File: config.mk
export PLATFORM = sky130hd
export DESIGN_NAME = mfd_ctrl
export DESIGN_NICKNAME = d
export VERILOG_FILES = /design/src/rtl/mfd_pkg.sv /design/src/rtl/mfd_ctrl.sv
export SDC_FILE = /design/constraint.sdc
export NUM_CORES = 1
export LEC_CHECK = 0
export BUFFER_PORTS_ARGS = -buffer_cell sky130_fd_sc_hd__clkbuf_2
export CAP_MARGIN = 20
export CORE_AREA = 3 3 40 42
export DETAILED_ROUTE_END_ITERATION = 8
export DIE_AREA = 0 0 43 45
export SLEW_MARGIN = 20
export SYNTH_ARGS = -nofsm -noshare
export SYNTH_HDL_FRONTEND = slang
export SYNTH_SLANG_ARGS = --single-unit
export TNS_END_PERCENT = 50
File: constraint.sdc
create_clock -name clk -period 1 [get_ports clk]
set_input_delay 0.1 -clock clk [delete_from_list [all_inputs] [get_ports clk]]
set_output_delay 0.1 -clock clk [all_outputs]
set_load 0.005 [all_outputs]
File: src/rtl/mfd_pkg.sv
`default_nettype none
package mfd_pkg;

  // Register map, word index (byte address / 4)
  localparam logic [2:0] REG_DELAY_TIME  = 3'd0;
  localparam logic [2:0] REG_FEEDBACK    = 3'd1;
  localparam logic [2:0] REG_WET_MIX     = 3'd2;
  localparam logic [2:0] REG_MODE        = 3'd3;
  localparam logic [2:0] REG_SAMPLE_RATE = 3'd4;
  localparam logic [2:0] REG_SMOOTHING   = 3'd5;

  localparam logic [17:0] FB_SCALE    = 18'd62259;   // 0.95 in Q0.16
  localparam logic [23:0] CHORUS_BASE = 24'd503316;  // 30 ms in Q0.24
  localparam logic [17:0] MOD_DEPTH   = 18'd33554;   // 2 ms in Q0.24
  localparam logic [16:0] UNITY_Q16   = 17'h10000;

  typedef struct packed {
    logic [23:0] delay_time;
    logic [16:0] feedback_amount;
    logic [16:0] wet_mix;
    logic        mode;
    logic [17:0] sample_rate;
    logic [15:0] smoothing_coeff;
  } cfg_t;

  typedef enum logic [4:0] {
    ST_CLEAR, ST_IDLE, ST_MODMUL, ST_MODT, ST_GAIN, ST_SM1, ST_SM1MUL, ST_SM2,
    ST_DMUL, ST_CLAMP, ST_RP, ST_RD0, ST_RD1, ST_Y1, ST_TAP, ST_WR, ST_MX1, ST_MX2
  } state_t;

  typedef enum logic [4:0] {
    OP_NONE, OP_CLR, OP_LOAD, OP_MODMUL, OP_MODT, OP_GAIN, OP_SM1, OP_SM1MUL,
    OP_SM2, OP_DMUL, OP_CLAMP, OP_RP, OP_RD0, OP_RD1, OP_Y1, OP_TAP, OP_WR,
    OP_MX1, OP_MX2
  } op_t;

  typedef struct packed {
    op_t op;
  } cmd_t;

  typedef struct packed {
    logic clr_last;
  } status_t;

  function automatic logic signed [23:0] sat24(input logic signed [53:0] x);
    logic signed [23:0] r;
    if (x > 54'sd8388607) begin
      r = 24'sh7FFFFF;
    end else if (x < -54'sd8388608) begin
      r = -24'sh800000;
    end else begin
      r = x[23:0];
    end
    return r;
  endfunction

endpackage
`default_nettype wire

File: src/rtl/mfd_ctrl.sv
`default_nettype none
module mfd_ctrl
  import mfd_pkg::*;
(
  input  wire logic    clk,
  input  wire logic    rst,
  input  wire logic    in_valid,
  output logic         in_ready,
  output logic         out_valid,
  input  wire logic    out_ready,
  input  wire status_t status,
  output cmd_t         cmd
);
  state_t state, state_next;
  logic   out_free;

  assign out_free = !out_valid || out_ready;

  always_ff @(posedge clk) begin
    if (rst) begin
      state     <= ST_CLEAR;
      out_valid <= 1'b0;
    end else begin
      state <= state_next;
      if (state == ST_MX2 && out_free) begin
        out_valid <= 1'b1;
      end else if (out_ready) begin
        out_valid <= 1'b0;
      end
    end
  end

  always_comb begin
    state_next = state;
    case (state)
      ST_CLEAR:  if (status.clr_last) state_next = ST_IDLE;
      ST_IDLE:   if (in_valid) state_next = ST_MODMUL;
      ST_MODMUL: state_next = ST_MODT;
      ST_MODT:   state_next = ST_GAIN;
      ST_GAIN:   state_next = ST_SM1;
      ST_SM1:    state_next = ST_SM1MUL;
      ST_SM1MUL: state_next = ST_SM2;
      ST_SM2:    state_next = ST_DMUL;
      ST_DMUL:   state_next = ST_CLAMP;
      ST_CLAMP:  state_next = ST_RP;
      ST_RP:     state_next = ST_RD0;
      ST_RD0:    state_next = ST_RD1;
      ST_RD1:    state_next = ST_Y1;
      ST_Y1:     state_next = ST_TAP;
      ST_TAP:    state_next = ST_WR;
      ST_WR:     state_next = ST_MX1;
      ST_MX1:    state_next = ST_MX2;
      ST_MX2:    if (out_free) state_next = ST_IDLE;
      default:   state_next = ST_CLEAR;
    endcase
  end

  always_comb begin
    in_ready = (state == ST_IDLE);
    cmd.op   = OP_NONE;
    case (state)
      ST_CLEAR:  cmd.op = OP_CLR;
      ST_IDLE:   if (in_valid) cmd.op = OP_LOAD;
      ST_MODMUL: cmd.op = OP_MODMUL;
      ST_MODT:   cmd.op = OP_MODT;
      ST_GAIN:   cmd.op = OP_GAIN;
      ST_SM1:    cmd.op = OP_SM1;
      ST_SM1MUL: cmd.op = OP_SM1MUL;
      ST_SM2:    cmd.op = OP_SM2;
      ST_DMUL:   cmd.op = OP_DMUL;
      ST_CLAMP:  cmd.op = OP_CLAMP;
      ST_RP:     cmd.op = OP_RP;
      ST_RD0:    cmd.op = OP_RD0;
      ST_RD1:    cmd.op = OP_RD1;
      ST_Y1:     cmd.op = OP_Y1;
      ST_TAP:    cmd.op = OP_TAP;
      ST_WR:     cmd.op = OP_WR;
      ST_MX1:    cmd.op = OP_MX1;
      ST_MX2:    if (out_free) cmd.op = OP_MX2;
      default:   cmd.op = OP_NONE;
    endcase
  end
endmodule
`default_nettype wire

# --- Word-level counts from Yosys, hierarchy flattened ---
# Cells that the tools add are included.
totals:
  ramBits: 0
  latch_bits: 0
  reg_bits: 6
  rom_bits: 0
  n_memories: 0
  wordCells: 37
  input_bits: 5
op_classes:
  shift: 0
  n_addsub: 0
  eq_ne: 20
  div: 0
  multipliers: 0
  bitwise_logic: 0
  magnitude_cmp: 0
  mux: 9
  reduce_logical: 6
ops:
  columns: ["op", "n"]
  rows:
  - ["5-bit case mux with 18 select lines", 2]
  - ["5-bit by 4-bit equality test with 1-bit output, second input constant", 8]
  - ["5-bit by 3-bit equality test with 1-bit output, second input constant", 4]
  - ["5-bit 2-to-1 mux", 4]
  - ["5-bit by 2-bit equality test with 1-bit output, second input constant", 2]
  - ["5-bit equality test, second input constant", 2]
  - ["2-bit != test, second input constant", 3]
  - ["5-bit by 1-bit equality test with 1-bit output, second input constant", 1]
  - ["5-bit zero test", 1]
  - ["3-bit AND reduction", 1]
  - ["1-bit 2-to-1 mux", 2]
  - ["2-bit 2-to-1 mux", 1]
  - ["2-bit nonzero test", 1]
  - ["1-bit logical AND", 1]
  - ["1-bit zero test", 1]
  - ["1-bit logical OR", 1]

# --- Longest topological paths before layout ---
# Gate-level depths: netlist of the first run.
depth:
  ltp_word: 4
  ltp_mapped: 4
  depth_no_buf: 3

# --- Worst setup path before layout of the first run ---
# OpenSTA, ideal clock, no wires.
synth_path:
  kind: "reg2out"
  from: "register state[1]"
  to: "output cmd[1] in the netlist's numbering"
  stages_incl_launch_ff: 3
  arrival_ns: 1.023
  path_slack_ns: -0.123
  n_path_buf: 0
  path_cell_list: "dfxtp_1 > or3_4 > o32ai_2"
synth_lines:
  columns: ["item", "line", "source"]
  rows:
  - ["start: declaration", "mfd_ctrl.sv:14", "state_t state, state_next;"]
  - ["start signal: assignment", "mfd_ctrl.sv:24", "state <= state_next;"]
  - ["end: declaration", "mfd_ctrl.sv:12", "output cmd_t cmd"]

==> results by group, run 1 <==
Timing
  • Fin. max-slew vios: 0
  • Worst-margin pin slew: about 310 ps
  • Tmin final: 1440 ps
  • Final Hold Vio Count: 0
  • Tcrit/Tclk final: 1.44
  • Final setup vio count: 12
  • Fmax: between 600 and 700 MHz
  • PnR worst setup slack: -435 ps
  • RSZ-0062 raised after global routing: yes
  • Total Neg Setup Slack: -2730 ps
  • Relative max-transition margin: 0.790
  • Max Clock Skew: 1.90 ps

Route
  • Vias/cell: 4.80
  • DRT Pass-1 Iters: 4
  • Avg WL per Cell: 12.1 um
  • Via Count: around 410
  • Antenna viol nets, final: 0
  • DR iter-0 viols: 5
  • Drt drc: 0
  • Total wire length: 1040 um

Floorplanning
  • Row count: 13
  • I/O pin total: 12
  • Initial Utilization: 0.291
  • Full die area: 0.00194 mm^2
  • Core area: 0.00128 mm^2
  • Die H: between 40 and 50 um
  • Die X: 43 um

Pwr
  • Clock power share: 0.269
  • Pleak: 0.295 nW
  • Max VDD drop: around 0.54 mV
  • Sequential fraction of design power: 0.346
  • Switch Pwr: 0.000211 W
  • Switching share of power: 0.271
  • Overall power: 0.000780 W
  • Combinational power share: 0.386
  • Pint: 0.000569 W
  • Power per standard cell area: approximately 1200 mW/mm^2

Yosys
  • Async SR Flop Fraction: 0
  • Distinct cells, synth: 24
  • Commonest cells in the netlist: dfxtp_1, a21oi_1, nor3_1
  • Largest area contributor in the netlist: dfxtp_1
  • Top-area cell type share of the netlist area: 0.321
  • Largest cells by area after synthesis: dfxtp_1, o41ai_4, a21oi_1, xor2_1, o32ai_2
  • Register area share after synthesis: 0.321
  • #FFs+latches synth: 6
  • Synthesis Warnings: 0
  • Primary FF master, synth: dfxtp_1
  • Synth Instances: 41
  • Top-count cell post-synth: dfxtp_1
  • Syn avg cell area: 9.12 um^2
  • Syn Nets: 46
  • Post-synth EDFFs: 0
  • Mapped cell area: 374 um^2

Global routing
  • Met1 usage: 0.136
  • Number of antenna violations at the first check in global routing: 0
  • Total global-route track usage: 0.123
  • GR peak layer: met2
  • Vias in the first global route: ~430
  • Met2 GRT Util: 0.228
  • Grt total ovfl: 0
  • First-pass GRT wire length: between 1500 and 2000 um
  • Met3 GRT Util: 0.0359
  • Pin count of the biggest net entering global routing: 7

Layout
  • # nets final: 78
  • P&R area growth vs syn: 78.3%
  • Ant diodes: 0
  • Fraction of layout cells with a size suffix above 1: 0.662
  • Post-route cell area: 667 um^2

Clock tree
  • CTS hold repair buffers: 0
  • Num CTS Buffers: 3
  • Clk root buf: clkbuf_4
  • CTS Sinks: 6
  • Clock H-tree levels: 1
  • CTS tree: done
  • Clock-pin slew on the worst setup and hold paths: roughly 40 ps
  • Worst-Skew Late Latency: 240 ps
  • Maximum clock insertion buffer count: 2

Placed design
  • Pre-CTS WS: -226 ps
  • # port buffers: 11
  • Placer Congestion: about 0.8
  • Post-detail-place hpwl: 807 um
  • Placed Area: 522 um^2

Critical path
  • CP Data Arrival Time: 1340 ps
  • Maximum fanout along the worst path: 3
  • Setup Crit Path Kind: flip-flop to output pin
  • CP max stage cell: o41ai_4
  • Worst path max stage delay: 340 ps
  • Startpoint type of the worst setup path: flip-flop
  • Crit path buf inv count: 2
  • Crit path required time: 900 ps
  • Crit path max-delay family: compound AO/OA/AOI/OAI gates
  • Critical-path cell list: buf_4 > o41ai_4 > o32ai_2 > buf_2
  • Crit. End Element: output pin

Status
  • Failing checks: setup timing
  • Status: finished, violations left

Run
  • Max-Cap Viols: 0

Min path
  • Worst min-delay path category: input pin to flip-flop
## final cells by class
| type | count | area (um^2) |
|---|---|---|
| well taps | 15 | 18.8 |
| inverters | 2 | 7.51 |
| clock buffers | 3 | 22.5 |
| flip-flops and latches | 6 | 126 |
| fillers | 129 | 618 |
| repair buffers | 29 | 218 |
| multi-input cells | 31 | 274 |
## flip-flops by register name, indices dropped and copies added (netlist names)
| name | cells |
|---|---|
| out_valid | 1 |
| state | 5 |
## through the flow
step,hold slack (ps),cells,utilization
finish,98.9,86,0.519
global route,99.9,86,0.519
CTS,90.5,84,0.497
detailed placement,346,76,0.406
global placement,345,76,0.406
floorplan,169,41,-
## cell families (layout without fill, tap and decap cells)
group / Yosys count / count (layout) / share of synthesized area
muxes: 1 / 1 / 0.0268
DFF: 6 / 6 / 0.321
AOI/OAI and AO/OA: 13 / 13 / 0.304
xor gates and xnor gates: 2 / 2 / 0.0468
buffers and inverters: 4 / 34 / 0.0602
and+or+nand+nor: 15 / 15 / 0.241
## path summary, 6_finish.rpt
| check | startpoint | end | slack (ps) | cells after the start |
|---|---|---|---|---|
| setup reg to reg | state[1] | state[2] | -200 | 6 |
| hold reg to reg | state[4] | state[4] | 580 | 2 |
| setup / recovery | state[3] | cmd[1] | -440 | 4 |
| hold / removal | rst | state[1] | 100 | 2 |
## power groups by stage
| stage | Combinational (W) | Sequential, W | Clock [W] |
|---|---|---|---|
| after floorplan | 0.000131 | 0.000270 | 0 |
| after global placement | 0.000213 | 0.000272 | 0 |
| after detailed placement | 0.000217 | 0.000271 | 0 |
| after CTS | 0.000286 | 0.000270 | 0.000225 |
| after global routing | 0.000324 | 0.000273 | 0.000239 |
| final | 0.000301 | 0.000270 | 0.000210 |
## timing repair
action,4_1_cts,5_1_grt
gates resized for setup,11,7
pin swaps,8,3
endpoints found under the hold margin,0,0
buffers inserted,5,2
setup endpoints to repair,12,12
## layout by cell type (no fill, tap or decap)
cell type	n
a21bo_2	1
buf_2	4
a21oi_1	3
nor3b_2	1
inv_2	1
xor2_1	1
o31ai_2	1
nor3_4	1
dfxtp_2	2
nand2_1	1
nor3_2	1
clkbuf_4	3
nor3_1	1
inv_1	1
and2_1	2
nand3_2	1
nor2b_1	2
xor2_2	1
o41ai_4	1
nor2_1	2
buf_6	4
clkbuf_2	7
mux2i_1	1
a31oi_1	2
buf_12	1
dfxtp_4	1
dfxtp_1	3
or3_4	1
o32ai_2	1
o211ai_1	2
o21ai_0	1
buf_4	13
nand3b_1	2
a21oi_2	1
## layer usage
metal  part of all wire  wire length [um]
met2               0.52               537
met4                  0                 0
met1               0.43               447
met3              0.051                53
met5                  0                 0
(Power assumes the default switching activity.)
==> run 2: changes to the inputs <==
--- a/config.mk
+++ b/config.mk
@@ -12,2 +12,3 @@
 export DIE_AREA = 0 0 43 45
+export SKIP_LAST_GASP = 1
 export SLEW_MARGIN = 20
==> constraint.sdc (replaced) <==
create_clock -name clk -period 1 [get_ports clk]
set_input_delay 0.05 -clock clk [delete_from_list [all_inputs] [get_ports clk]]
set_output_delay 0.05 -clock clk [all_outputs]
set_load 0.005 [all_outputs]
==> run 2 against run 1 <==
Against the previous run:
- non-clock buffer count down 6
- clock skew up 4.0 ps
- core utilization shrank 8.0 points
- the run still ends with setup timing left
- sequential share of layout area is 3.4 points higher
- via count decreased by 4.8%
- sequential cell count unchanged
- setup slack better by 9.3 ps
- clock power rose by 11%
==> results by group, run 2 (synthesis gave the netlist of run 1 again) <==
Pwr
  • Max VDD drop: 0.527 mV
  • Pint: around 0.00052 W
  • Combinational power share: 0.304
  • Power per standard cell area: 1300 mW/mm^2
  • Clock power share: 0.319
  • Switch Pwr: 0.000215 W
  • Pleak: 0.250 nW
  • Switching share of power: 0.293
  • Sequential fraction of design power: 0.377

Floorplanning
  • Die H: 45 um
  • Die X: approximately 43 um
  • Core area: between 0.001 and 0.0015 mm^2
  • Full die area: between 0.0015 and 0.002 mm^2
  • Initial Utilization: 0.291
  • Row count: 13
  • I/O pin total: 12

Critical path
  • Startpoint type of the worst setup path: flip-flop
  • Setup Crit Path Kind: flip-flop to output pin
  • Crit. End Element: output pin
  • Maximum fanout along the worst path: 5
  • Crit path required time: 950 ps
  • CP Data Arrival Time: 1380 ps

Placed design
  • # port buffers: 11
  • Placer Congestion: 0.786
  • Pre-CTS WS: -193 ps
  • Post-detail-place hpwl: 751 um

Layout
  • Ant diodes: 0
  • Most common cell after layout, fill and taps aside: buf_4
  • P&R area growth vs syn: 50.8%
  • Commonest non-fill, non-tap cells in the layout: buf_4, clkbuf_2
  • Largest Register: state
  • Max reg flops: 5
  • Largest registers: state: 5 flops, out_valid: 1 flops
  • # nets final: 72
  • Fraction of layout cells with a size suffix above 1: 0.554

Global routing
  • First-pass GRT wire length: 1630 um
  • Number of antenna violations at the first check in global routing: 0
  • Met2 GRT Util: 0.186
  • GR peak layer: met2
  • Met3 GRT Util: 0.0120
  • Met1 usage: 0.137
  • Vias in the first global route: 389
  • Total global-route track usage: 0.117
  • Pin count of the biggest net entering global routing: 8
  • Grt total ovfl: 0

Timing
  • Total Neg Setup Slack: -2670 ps
  • Max Clock Skew: between 5 and 6 ps
  • PnR worst setup slack: -426 ps
  • Worst-margin pin slew: 312 ps
  • Tcrit/Tclk final: 1.43
  • Tmin final: 1430 ps
  • Fin. max-slew vios: 0
  • Fmax: about 700 MHz
  • Final setup vio count: 12
  • Relative max-transition margin: 0.791
  • RSZ-0062 raised after global routing: yes
  • Final Hold Vio Count: 0

Run
  • Max-Cap Viols: 0

Clock tree
  • Clock-pin slew on the worst setup and hold paths: 50 ps
  • Worst-Skew Late Latency: 250 ps
  • CTS Sinks: 6
  • Num CTS Buffers: 3
  • Maximum clock insertion buffer count: 2
  • Post-CTS Setup Inserts: 0
  • Clock H-tree levels: 1
  • Clk root buf: clkbuf_4
  • CTS tree: done

Route
  • Avg WL per Cell: 12.7 um
  • Antenna viol nets, final: 0
  • Vias/cell: 4.91
  • Via Count: 393
  • DR iter-0 viols: 9
  • Total wire length: 1020 um
  • Drt drc: 0
  • DRT Pass-1 Iters: 4

Status
  • Status: finished, violations left
  • Failing checks: setup timing

Min path
  • Worst min-delay path category: input pin to flip-flop
[run 2: timing repair]
item / in CTS / in global routing
gates cloned: 0 / 0
endpoints found under the setup margin: 12 / 12
pin swaps: 3 / 1
gates resized for setup: 5 / 4
hold buffers: 0 / 0
[run 2: worst paths after layout]
kind	startpoint	endpoint	slack (ps)	cells past startpoint
worst max-delay path	state[2]	cmd[1]	-430	4
worst min-delay path	rst	state[0]	20	2
worst max register to register	state[2]	state[4]	-150	5
worst min register to register	state[1]	state[1]	620	3
[run 2: worst max-delay path, cell delays in order (launching register included)]
cell	delay, ps
dfxtp_2	330
buf_4	150
o41ai_4	380
o32ai_2	130
buf_2	140
[run 2: power groups by stage]
stage / Sequential [W] / Combinational (W) / Clock [W]
2_1_floorplan: 0.000270 / 0.000130 / 0
3_3_place_gp: 0.000275 / 0.000213 / 0
3_5_place_dp: 0.000276 / 0.000213 / 0
4_1_cts: 0.000275 / 0.000218 / 0.000246
5_1_grt: 0.000278 / 0.000243 / 0.000256
6_report: 0.000276 / 0.000223 / 0.000234
[run 2: routing by layer]
layer	part of all wire	up-vias	wire length (um)
met4	0.021	0	21
li1	-	204	-
met1	0.43	177	443
met5	0	-	0
met2	0.51	9	517
met3	0.036	3	37
[run 2: layout make-up]
type	instances	area [um^2]
inverters	2	7.51
clock buffers	3	22.5
multi-input cells	31	240
well taps	15	18.8
repair buffers	23	149
fillers	140	721
flip-flops and latches	6	126
[run 2: per-stage QoR]
stage / hold slack (ps) / cells / power, W / util / cell area, um^2
floorplan: 119 / 41 / 0.000399 / - / 375
global placement: 294 / 77 / 0.000489 / 0.408 / 524
detailed placement: 289 / 77 / 0.000490 / 0.408 / 524
CTS: 11.8 / 80 / 0.000738 / 0.436 / 561
global route: 39.3 / 80 / 0.000776 / 0.439 / 564
finish: 18.8 / 80 / 0.000733 / 0.439 / 564
==> run 3: changes to the inputs <==
PLACE_DENSITY_LB_ADDON = 0.12   (was unset)
clock period = 1.2 ns   (was 1 ns; I/O delays follow)
==> run 3 against run 2 <==
Against the previous run:
- the run still ends with setup timing left
- via count shrank 3.6%
- total power shrank 16%
- register-to-register slack improved by 120 ps
- sequential cell count stayed put
- clock skew shrank 5.3 ps
- first-iteration DRC count decreased by 67%
- critical path type unchanged
- critical endpoint unchanged
- largest cell class unchanged
==> results by group, run 3 (synthesis gave the netlist of run 1 again) <==
Status
  • Status: finished, violations left
  • Failing checks: setup timing

Layout
  • Non-Filler Instances: 79
  • Largest registers: state: 5 flops, out_valid: 1 flops
  • Commonest non-fill, non-tap cells in the layout: buf_4, clkbuf_2, a21oi_1
  • # nets final: 71
  • Fraction of layout cells with a size suffix above 1: 0.578
  • Ant diodes: 0
  • Post-route cell area: 577 um^2
  • Largest Register: state
  • P&R area growth vs syn: 54.2%
  • Most common cell after layout, fill and taps aside: buf_4
  • Max reg flops: 5
  • Final Core Density: 0.449

Critical path
  • Startpoint type of the worst setup path: flip-flop
  • Crit. End Element: output pin
  • Setup Crit Path Kind: flip-flop to output pin
  • CP Data Arrival Time: 1370 ps
  • Crit path required time: ~1100 ps
  • Maximum fanout along the worst path: 5

Global routing
  • Grt total ovfl: 0
  • Vias in the first global route: between 300 and 400
  • First-pass GRT wire length: 1480 um
  • Number of antenna violations at the first check in global routing: 0
  • Pin count of the biggest net entering global routing: 10
  • Total global-route track usage: 0.102

Route
  • Via Count: 379
  • Antenna viol nets, final: 0
  • DR iter-0 viols: 3
  • DRT Pass-1 Iters: 3
  • Total wire length: 930 um
  • Vias/cell: 4.80
  • Drt drc: 0
  • Avg WL per Cell: approximately 12 um

Pwr
  • Power per standard cell area: roughly 1100 mW/mm^2
  • Pleak: 0.247 nW
  • Max VDD drop: 0.423 mV

Clock tree
  • Num CTS Buffers: 3
  • Maximum clock insertion buffer count: 2
  • Worst-Skew Late Latency: ~240 ps
  • Clock-pin slew on the worst setup and hold paths: 40 ps
  • CTS Sinks: 6
  • Clock H-tree levels: 1
  • CTS tree: done
  • Clk root buf: clkbuf_4

Placed design
  • Placer Congestion: approximately 0.71
  • Placed Area: 493 um^2
  • # placed instances: 73
  • Post-detail-place hpwl: about 730 um
  • # port buffers: 11

Run
  • Max-Cap Viols: 0

Timing
  • Fin. max-slew vios: 0
  • PnR worst setup slack: -234 ps
  • Tmin final: 1430 ps
  • Max Clock Skew: 0.624 ps
  • Fmax: 697 MHz
  • Final Hold Vio Count: 0
  • Relative max-transition margin: 0.793
  • Tcrit/Tclk final: 1.20
  • Worst-margin pin slew: between 300 and 400 ps
  • RSZ-0062 raised after global routing: yes
  • Final setup vio count: 8

Floorplanning
  • Die H: about 45 um
  • Initial Utilization: 0.291
  • I/O pin total: 12
  • Row count: 13
  • Core area: 0.00128 mm^2
  • Die X: 43 um
  • Full die area: 0.00194 mm^2

Min path
  • Worst min-delay path category: input pin to flip-flop
## run 3: area by class of cell
cell class	count	area, um^2
fill	142	708
inverter	2	7.51
clock buffer	3	22.5
multi-input combinational	31	260
tap	15	18.8
timing repair buffer	22	141
sequential	6	126
## run 3: per-stage QoR
step | setup slack [ps] | power, W | hold WS [ps] | setup TNS, ps
after global placement | -41.2 | 0.000411 | 307 | -113
after CTS | -261 | 0.000591 | 42.6 | -1060
after detailed placement | -20.5 | 0.000407 | 295 | -20.5
after global routing | -303 | 0.000652 | 68.7 | -1340
after floorplan | 100 | 0.000333 | 129 | 0
final | -234 | 0.000614 | 66.5 | -861
## run 3: metal layers
layer	vias to the layer above	share of wire	track usage
li1	197	-	-
met1	171	0.46	0.123
met2	9	0.48	0.162
met3	2	0.038	0.0199
met4	0	0.016	0.0723
met5	-	0	0
## run 3: timing repair
| item | in CTS | in global routing |
|---|---|---|
| setup endpoints to repair | 6 | 9 |
| buffers inserted | 0 | 3 |
| pin swaps | 2 | 1 |
| gates resized for setup | 1 | 12 |
| hold buffers | 0 | 0 |
## run 3: worst paths after layout
path	from	endpoint	slack, ps	depth (start not counted)
setup reg to reg	state[0]	state[3]	-30	5
hold reg to reg	state[0]	state[1]	600	3
hold / removal	rst	state[4]	70	2
setup / recovery	state[2]	cmd[1]	-230	3
## run 3: power breakdown
group          switching, W  internal, W
clock             0.0000619     0.000112
sequential        0.0000128     0.000213
combinational     0.0000946     0.000119
total              0.000169     0.000444
## run 3: critical path, cell delays in order (launching register included)
cell     delay, ps
dfxtp_2        320
or3_4          420
o32ai_2        250
buf_2          150
